[src/rtl/sof_pkg.sv]
// sof_pkg: shared widths, register and verdict codes, controller/datapath structs
`timescale 1ns / 1ps

package sof_pkg;

  localparam int DW     = 24;       // sample and limit width
  localparam int SQW    = 2 * DW;   // width of one squared deviation
  localparam int CFG_IW = 2;        // configuration index width

  localparam logic [CFG_IW-1:0] REG_LOWER = 2'd0;
  localparam logic [CFG_IW-1:0] REG_UPPER = 2'd1;

  localparam logic signed [DW-1:0] LOWER_RST = 24'sd0;
  localparam logic signed [DW-1:0] UPPER_RST = 24'sd10000;

  localparam logic [1:0] VERD_PASS  = 2'd0;
  localparam logic [1:0] VERD_LIMIT = 2'd1;
  localparam logic [1:0] VERD_SIGMA = 2'd2;

  // commands from controller to datapath
  typedef struct packed {
    logic load;      // take sample, shift window when full
    logic sum;       // add one earlier entry to the sum
    logic div_init;  // start the mean divider
    logic div_step;  // one quotient bit
    logic mean;      // round and sign the quotient
    logic dev;       // deviation of one earlier entry
    logic xdev;      // deviation of the new sample
    logic sq;        // square the deviation
    logic acc;       // accumulate spread
    logic xmul;      // scale squared sample deviation by count, spread by nine
    logic wb;        // write back result, load output register
  } sof_cmd_t;

  // status from datapath to controller
  typedef struct packed {
    logic zero_cnt;  // no earlier entries
    logic oor;       // sample outside limits
    logic last;      // index at the last earlier entry
    logic div_done;  // final divider step
  } sof_sts_t;

endpackage

[src/rtl/sof_ctrl.sv]
// sof_ctrl: sequencing state machine and output valid
`timescale 1ns / 1ps

module sof_ctrl
  import sof_pkg::*;
(
  input  logic     clk,
  input  logic     rst_n,
  input  logic     in_valid,
  output logic     in_stall,
  output logic     out_valid,
  input  logic     out_stall,
  input  sof_sts_t sts,
  output sof_cmd_t cmd
);

  typedef enum logic [11:0] {
    S_IDLE  = 12'b0000_0000_0001,
    S_SUM   = 12'b0000_0000_0010,
    S_DINIT = 12'b0000_0000_0100,
    S_DIV   = 12'b0000_0000_1000,
    S_MEAN  = 12'b0000_0001_0000,
    S_DEV   = 12'b0000_0010_0000,
    S_SQ    = 12'b0000_0100_0000,
    S_ACC   = 12'b0000_1000_0000,
    S_XDEV  = 12'b0001_0000_0000,
    S_XSQ   = 12'b0010_0000_0000,
    S_XMUL  = 12'b0100_0000_0000,
    S_WB    = 12'b1000_0000_0000
  } sof_state_t;

  sof_state_t state_r, state_nxt;
  logic       out_valid_r, out_valid_nxt;
  logic       out_free;

  assign out_free  = !out_valid_r || !out_stall;
  assign in_stall  = (state_r != S_IDLE);
  assign out_valid = out_valid_r;

  always_comb begin
    state_nxt     = state_r;
    cmd           = '0;
    out_valid_nxt = out_valid_r && out_stall;
    unique case (state_r)
      S_IDLE: begin
        if (in_valid) begin
          cmd.load  = 1'b1;
          state_nxt = S_SUM;
        end
      end
      S_SUM: begin
        if (sts.zero_cnt) begin
          state_nxt = S_WB;
        end else begin
          cmd.sum = 1'b1;
          if (sts.last) state_nxt = S_DINIT;
        end
      end
      S_DINIT: begin
        cmd.div_init = 1'b1;
        state_nxt    = S_DIV;
      end
      S_DIV: begin
        cmd.div_step = 1'b1;
        if (sts.div_done) state_nxt = S_MEAN;
      end
      S_MEAN: begin
        cmd.mean  = 1'b1;
        state_nxt = sts.oor ? S_WB : S_DEV;
      end
      S_DEV: begin
        cmd.dev   = 1'b1;
        state_nxt = S_SQ;
      end
      S_SQ: begin
        cmd.sq    = 1'b1;
        state_nxt = S_ACC;
      end
      S_ACC: begin
        cmd.acc   = 1'b1;
        state_nxt = sts.last ? S_XDEV : S_DEV;
      end
      S_XDEV: begin
        cmd.xdev  = 1'b1;
        state_nxt = S_XSQ;
      end
      S_XSQ: begin
        cmd.sq    = 1'b1;
        state_nxt = S_XMUL;
      end
      S_XMUL: begin
        cmd.xmul  = 1'b1;
        state_nxt = S_WB;
      end
      S_WB: begin
        // wait for the output register to free up
        if (out_free) begin
          cmd.wb        = 1'b1;
          out_valid_nxt = 1'b1;
          state_nxt     = S_IDLE;
        end
      end
      default: begin
        state_nxt = S_IDLE;
      end
    endcase
  end

  always_ff @(posedge clk) begin
    if (!rst_n) begin
      state_r     <= S_IDLE;
      out_valid_r <= 1'b0;
    end else begin
      state_r     <= state_nxt;
      out_valid_r <= out_valid_nxt;
    end
  end

endmodule

[src/rtl/sof_dp.sv]
// sof_dp: window, sum, bit-serial mean divider, spread and three-sigma test
`timescale 1ns / 1ps

module sof_dp
  import sof_pkg::*;
#(
  parameter int WINDOW = 5
) (
  input  logic                 clk,
  input  logic                 rst_n,
  input  sof_cmd_t             cmd,
  output sof_sts_t             sts,
  input  logic signed [DW-1:0] in_sample,
  input  logic signed [DW-1:0] lower,
  input  logic signed [DW-1:0] upper,
  output logic signed [DW-1:0] out_filtered,
  output logic [1:0]           out_verdict
);

  localparam int IW   = $clog2(WINDOW);      // window index width
  localparam int CW   = $clog2(WINDOW + 1);  // fill count width
  localparam int SW   = DW + IW;             // signed sum width
  localparam int BW   = $clog2(SW);          // divider bit counter width
  localparam int SPW  = SQW + IW;            // spread width
  localparam int CMPW = SPW + 4;             // nine times spread

  logic signed [DW-1:0]  hist_r [WINDOW];
  logic [CW-1:0]         fill_r;
  logic [IW-1:0]         cnt_r;              // earlier entries of this transaction
  logic [IW-1:0]         idx_r;
  logic signed [DW-1:0]  x_r;
  logic                  oor_r;
  logic signed [SW-1:0]  sum_r;
  logic [SW-1:0]         quo_r;
  logic [IW-1:0]         rem_r;
  logic [BW-1:0]         bc_r;
  logic signed [DW-1:0]  mean_r;
  logic signed [DW:0]    e_r;
  logic [SQW-1:0]        sq_r;
  logic [SPW-1:0]        spread_r;
  logic [SPW-1:0]        lhs_r;
  logic [CMPW-1:0]       rhs_r;
  logic signed [DW-1:0]  filt_r;
  logic [1:0]            verd_r;

  logic [SW-1:0]         mag;
  logic [IW:0]           trial;
  logic                  ge;
  logic                  rnd;
  logic [SW-1:0]         q_rnd;
  logic signed [DW-1:0]  mean_nxt;
  logic signed [2*DW+1:0] prod;
  logic                  sigma;
  logic signed [DW-1:0]  res;
  logic [1:0]            verd;
  logic                  full;

  assign full = (fill_r == CW'(WINDOW));

  // magnitude of the sum for the unsigned divider
  assign mag   = sum_r[SW-1] ? SW'(-sum_r) : SW'(sum_r);
  assign trial = {rem_r, quo_r[SW-1]};
  assign ge    = (trial >= {1'b0, cnt_r});

  // round half away from zero: bump when twice the remainder reaches the count
  assign rnd      = ({rem_r, 1'b0} >= {1'b0, cnt_r});
  assign q_rnd    = quo_r + SW'(rnd);
  assign mean_nxt = sum_r[SW-1] ? DW'(-q_rnd) : DW'(q_rnd);

  assign prod = e_r * e_r;

  assign sigma = !(cnt_r == '0) && (spread_r != '0) && (CMPW'(lhs_r) > rhs_r);

  always_comb begin
    priority if (oor_r) begin
      res  = mean_r;
      verd = VERD_LIMIT;
    end else if (sigma) begin
      res  = mean_r;
      verd = VERD_SIGMA;
    end else begin
      res  = x_r;
      verd = VERD_PASS;
    end
  end

  assign sts.zero_cnt = (cnt_r == '0);
  assign sts.oor      = oor_r;
  assign sts.last     = (idx_r == IW'(cnt_r - 1'b1));
  assign sts.div_done = (bc_r == '0);

  assign out_filtered = filt_r;
  assign out_verdict  = verd_r;

  always_ff @(posedge clk) begin
    if (!rst_n) begin
      fill_r <= '0;
    end else if (cmd.wb) begin
      fill_r <= CW'(cnt_r) + 1'b1;
    end
  end

  // window storage: shift on load when full, write result back at the end
  always_ff @(posedge clk) begin
    if (cmd.load && full) begin
      for (int i = 0; i < WINDOW - 1; i++) begin
        hist_r[i] <= hist_r[i+1];
      end
    end
    if (cmd.wb) begin
      hist_r[cnt_r] <= res;
    end
  end

  always_ff @(posedge clk) begin
    if (cmd.load) begin
      x_r      <= in_sample;
      oor_r    <= (in_sample < lower) || (in_sample > upper);
      cnt_r    <= full ? IW'(WINDOW - 1) : IW'(fill_r);
      idx_r    <= '0;
      sum_r    <= '0;
      spread_r <= '0;
      mean_r   <= in_sample;  // lone value serves as its own mean
    end
    if (cmd.sum) begin
      sum_r <= sum_r + SW'(hist_r[idx_r]);
      idx_r <= idx_r + 1'b1;
    end
    if (cmd.div_init) begin
      quo_r <= mag;
      rem_r <= '0;
      bc_r  <= BW'(SW - 1);
    end
    if (cmd.div_step) begin
      rem_r <= ge ? IW'(trial - {1'b0, cnt_r}) : IW'(trial);
      quo_r <= {quo_r[SW-2:0], ge};
      bc_r  <= bc_r - 1'b1;
    end
    if (cmd.mean) begin
      mean_r <= mean_nxt;
      idx_r  <= '0;
    end
    if (cmd.dev) begin
      e_r <= (DW+1)'(hist_r[idx_r]) - (DW+1)'(mean_r);
    end
    if (cmd.xdev) begin
      e_r <= (DW+1)'(x_r) - (DW+1)'(mean_r);
    end
    if (cmd.sq) begin
      sq_r <= prod[SQW-1:0];
    end
    if (cmd.acc) begin
      spread_r <= spread_r + SPW'(sq_r);
      idx_r    <= idx_r + 1'b1;
    end
    if (cmd.xmul) begin
      lhs_r <= SPW'(sq_r) * SPW'(cnt_r);
      rhs_r <= {spread_r, 3'b000} + CMPW'(spread_r);
    end
    if (cmd.wb) begin
      filt_r <= res;
      verd_r <= verd;
    end
  end

endmodule

[src/rtl/sensor_outlier_filter.sv]
// sensor_outlier_filter: top level with limit registers, controller and datapath
//
//   channel  direction  handshake             payload
//   in_      input      in_valid / in_stall   in_sample
//   out_     output     out_valid / out_stall out_filtered, out_verdict
//   cfg_     input      cfg_we                cfg_index, cfg_data
//
// one transaction at a time over m earlier entries (at most WINDOW-1), with
// SW = 24 + clog2(WINDOW); the mean divider yields one quotient bit a cycle for
// SW bits, and each entry takes a three-step square pass. a first sample after
// reset skips the mean and the spread; an out-of-limits one skips the spread.
// synchronous active-low reset empties the window and loads the limit defaults.
// a held result in the output register stalls only the final write-back step.
`timescale 1ns / 1ps

module sensor_outlier_filter
  import sof_pkg::*;
#(
  parameter int WINDOW = 5
) (
  input  logic                   clk,
  input  logic                   rst_n,
  input  logic                   in_valid,
  output logic                   in_stall,
  input  logic signed [DW-1:0]   in_sample,
  output logic                   out_valid,
  input  logic                   out_stall,
  output logic signed [DW-1:0]   out_filtered,
  output logic [1:0]             out_verdict,
  input  logic                   cfg_we,
  input  logic [CFG_IW-1:0]      cfg_index,
  input  logic [DW-1:0]          cfg_data
);

  logic signed [DW-1:0] lower_r;
  logic signed [DW-1:0] upper_r;
  sof_cmd_t             cmd;
  sof_sts_t             sts;

  // unknown register indexes are dropped
  always_ff @(posedge clk) begin
    if (!rst_n) begin
      lower_r <= LOWER_RST;
      upper_r <= UPPER_RST;
    end else if (cfg_we) begin
      if (cfg_index == REG_LOWER) lower_r <= cfg_data;
      if (cfg_index == REG_UPPER) upper_r <= cfg_data;
    end
  end

  sof_ctrl u_ctrl (
    .clk       (clk),
    .rst_n     (rst_n),
    .in_valid  (in_valid),
    .in_stall  (in_stall),
    .out_valid (out_valid),
    .out_stall (out_stall),
    .sts       (sts),
    .cmd       (cmd)
  );

  sof_dp #(
    .WINDOW (WINDOW)
  ) u_dp (
    .clk          (clk),
    .rst_n        (rst_n),
    .cmd          (cmd),
    .sts          (sts),
    .in_sample    (in_sample),
    .lower        (lower_r),
    .upper        (upper_r),
    .out_filtered (out_filtered),
    .out_verdict  (out_verdict)
  );

`ifndef ASSERT_OFF
  // accepting a sample always starts a multi-cycle transaction
  a_busy_after_accept: assert property (@(posedge clk) disable iff (!rst_n)
    (in_valid && !in_stall) |=> in_stall)
    else $error("input not stalled after accept");

  a_verdict_code: assert property (@(posedge clk) disable iff (!rst_n)
    out_valid |-> (out_verdict == VERD_PASS || out_verdict == VERD_LIMIT ||
                   out_verdict == VERD_SIGMA))
    else $error("undefined verdict code");

  // a passed sample must lie inside the limits
  a_pass_in_limits: assert property (@(posedge clk) disable iff (!rst_n)
    (out_valid && out_verdict == VERD_PASS) |->
      (out_filtered >= lower_r && out_filtered <= upper_r))
    else $error("passed sample outside limits");
`endif

endmodule

[config.mk]
export PLATFORM = sky130hd
export DESIGN_NAME = sensor_outlier_filter
export DESIGN_NICKNAME = d
export VERILOG_FILES = /design/src/rtl/sof_pkg.sv /design/src/rtl/sof_ctrl.sv /design/src/rtl/sof_dp.sv /design/src/rtl/sensor_outlier_filter.sv
export SDC_FILE = /design/constraint.sdc
export NUM_CORES = 2
export LEC_CHECK = 0
export ABC_AREA = 1
export BUFFER_PORTS_ARGS = -buffer_cell sky130_fd_sc_hd__buf_2
export CORE_MARGIN = 3
export CORE_UTILIZATION = 60
export DETAILED_ROUTE_END_ITERATION = 12
export GPL_ROUTABILITY_DRIVEN = 1
export PLACE_DENSITY = 0.76
export SYNTH_ARGS = -nofsm -noshare
export SYNTH_HDL_FRONTEND = slang
export SYNTH_SLANG_ARGS = --single-unit
[constraint.sdc]
create_clock -name clk -period 10.4 [get_ports clk]
set_input_delay 1.04 -clock clk [delete_from_list [all_inputs] [get_ports clk]]
set_output_delay 1.04 -clock clk [all_outputs]
set_load 0.02 [all_outputs]
==> flow_metrics.tcl <==
set metrics [dict create \
    htreeDepth 3 \
    syn_inst 7603 \
    hpwl_um 155000 \
    dr.pass1.iters 7 \
    ys_ff_latch 631 \
    die_w_um 330 \
    worst_slack_ps 2870 \
    track_usage_pct 36.5 \
    postRouteAntennaNets 0 \
    path_clk_slew_ps 60 \
    clockBufferDepth 3 \
    synth_flop_cell "edfxtp_1" \
    routedWlPerCell_um 21.8 \
    critPathKind "reg -> reg" \
    grt_pass1_wl_um 301000 \
    fillCellCount 8909 \
    synth_edf_count 564 \
    reg2reg_slack_ps 2870 \
    layout_commonest_cell "nand2_1" \
    worstHoldEndpoint "u_dp.cnt_r[1]" \
    vdd_drop_max_v 0.000170 \
    cp.required_ps 10800 \
    layout_common_cells "nand2_1, inv_1, fa_1" \
    critPathBufInv 7 \
    io_buffers 82 \
    synth_top_area_cell "edfxtp_1" \
    yosys_warnings 0 \
    critPathLaunchType "register" \
    timing.rr.end "u_dp.sq_r[45]" \
    drt-vias-per-instance 5.78 \
    p_leak_uw 0.0331 \
    postCtsHoldBufs 0 \
    fin_crit_ps 7530 \
    clk_latency_ps 700 \
    hold_path_startpoint "u_dp.fill_r[1]" \
    synth_area_leaders "edfxtp_1, fa_1, nand2_1" \
    drt-total-wl_um 198000 \
    antenna_found_initial 2 \
    critPathTopFamily "adder cells" \
    cts-resized-gates 0 \
    final_nets 8777 \
    slowest_delay_ps 1010 \
    final_layout_size_suffix_gt1_share_pct 4.15 \
    critPathArrivalTime_ps 7930 \
    route.detailed.drc 0 \
    syn_avg_cell_area_um2 8.30 \
    pre_cts_ws_ps 2910 \
    hold_viol 0 \
    die_y_um 330 \
    clock_skew_ps 63.6 \
    syn2layout_area_growth_pct 7.19 \
    reg2regPathDepth 23 \
    ys_seq_area_share_pct 29.0 \
    vias 52400 \
    synth_area_mm2 0.0631 \
    status "finished clean" \
    row_count 118 \
    initial_core_util_pct 60.7 \
    worstReg2RegStart "u_dp.e_r[7]" \
    core-area_mm2 0.104 \
    placed_area_mm2 0.0650 \
    dr.first_iter.drc_count 5401 \
    slew_headroom_pct 22.0 \
    maxCapViolCount 0 \
    end_kind "register" \
    holdPathStages 0 \
    fin_crit_sh_pct 72.4 \
    setup_violations 0 \
    postCtsSetupBuffers 0 \
    async_flop_share_pct 0 \
    critPathMaxFanout 14 \
    cts_buffers 75 \
    die_area_mm2 0.109 \
    holdCritPathClass "reg -> reg" \
    cts_tree "yes" \
    clkSinkCount 631 \
    p_per_area_mw_per_mm2 115 \
    maxSlewViolCount 0 \
    grt_setup_unrepaired "no" \
    tightest_slew_ps 1170 \
    ios 83 \
    fmax_ghz 0.133 \
    worstPathCellList "nand2_1, inv_1, fa_1, inv_1, fa_1, inv_1, fa_1, inv_1, fa_1, inv_1, fa_1, fa_1, inv_1, fa_1, inv_1, ha_1, nand2_1, nor2_1, nand2_1, nor3_1, nand3_1, nand4_1, xor2_1" \
    fin_tns_setup_ps 0 \
    power_uw 7790 \
    gp_congestion 1.02 \
    grt_max_degree 84 \
    overflow 0 \
    slowest_stage "fa_1" \
    grt_pass1_vias 51900 \
    hold_slack_ps 455 \
    cts-root-buf "clkbuf_16" \
    synth.top_cell.area_share_pct 26.8 \
    final_cell_area_mm2 0.0676 \
    synthDistinctLibCells 56 \
]
-- flip-flops by register name, summed over array words and instances, names as in the netlist, named ones only --
| signal | count |
|---|---|
| u_dp.hist_r | 192 |
| u_dp.rhs_r | 55 |
| u_dp.lhs_r | 51 |
| u_dp.spread_r | 51 |
| u_dp.sq_r | 47 |
| u_dp.quo_r | 27 |
| u_dp.sum_r | 27 |
| u_dp.e_r | 25 |
| lower_r | 24 |
| u_dp.mean_r | 24 |
| u_dp.out_filtered | 24 |
| u_dp.x_r | 24 |
| upper_r | 24 |
| u_ctrl.state_r | 12 |
| u_dp.bc_r | 5 |
| u_dp.cnt_r | 3 |
| u_dp.fill_r | 3 |
| u_dp.idx_r | 3 |
| u_dp.rem_r | 3 |
| u_dp.out_verdict | 2 |
| u_ctrl.out_valid | 1 |
| u_dp.oor_r | 1 |
-- cell type report --
cell class	count	area, um^2	share of cell area (%)
flip-flops and latches	631	18300	27.0
well taps	1380	1730	2.55
clock buffers	95	2050	3.02
multi-input cells	5233	38300	56.7
clock inverters	43	598	0.884
diodes	1	2.50	0.00370
inverters	1539	5780	8.54
repair buffers	145	883	1.31
-- power by group --
group / switching [uW] / total [uW] / internal, uW
registers: 95.6 / 3010 / 2920
clock network: 1180 / 2780 / 1600
logic: 1380 / 2000 / 616
-- metrics by stage --
stage / cells / utilization (%)
after global routing: 9066 / 65.1
after floorplan: 7604 / -
after detailed placement: 8928 / 62.5
final: 9067 / 65.1
after global placement: 8928 / 62.5
after CTS: 9066 / 65.1
-- per-layer routing --
layer	up-vias	GRT usage [%]	share of wire [%]
met5	-	0	0.0066
met4	2	20.0	6.5
met3	500	7.67	10
met2	2707	56.9	44
met1	24900	47.9	39
li1	24300	-	-
-- synth_stat cells, types with 3 or more instances --
library cell / instances
o21ai_1: 15
o31ai_1: 4
and3_1: 6
buf_2: 28
a21o_1: 48
nand3_1: 280
nand3b_1: 11
o21ai_0: 430
nand2_1: 1609
inv_1: 1530
edfxtp_1: 564
o21bai_1: 30
nor2_4: 3
nor3_1: 54
nor3b_1: 5
ha_1: 455
nor4_1: 38
buf_1: 11
and2_1: 27
nand4_1: 45
nor2_2: 3
a21boi_0: 11
nor2_1: 632
o22ai_1: 27
o211ai_1: 26
clkbuf_1: 162
a21oi_1: 431
or2_2: 12
a31oi_1: 77
clkinv_1: 3
fa_1: 642
xnor2_1: 81
o21a_1: 39
nor3_4: 4
o221ai_1: 6
xor2_1: 152
inv_2: 6
dfxtp_1: 67
a211oi_1: 8
-- how the worst max path moves through the flow --
stage	from	to	cells after the start
after floorplan	u_dp.e_r[7]	u_dp.sq_r[45]	25
after global placement	u_dp.e_r[24]	u_dp.sq_r[45]	24
after detailed placement	u_dp.e_r[24]	u_dp.sq_r[45]	24
after CTS	u_dp.e_r[24]	u_dp.sq_r[45]	24
after global routing	u_dp.e_r[24]	u_dp.sq_r[45]	24
final	u_dp.e_r[7]	u_dp.sq_r[45]	23
-- cell families (layout without fill, tap and decap cells) --
logic type      count (synthesis)  after routing  share of synthesized area [%]
simple gates                 2736           2736                           17.7
buf+inv                      1740           1822                           10.4
compound gates               1163           1163                           10.2
fa+ha+maj                    1097           1097                           29.4
flops                         631            631                           29.0
xor+xnor                      234            234                           3.28
other cells                     1              3                        0.00594
mux                             1              1                         0.0159
(Power assumes the default switching activity.)
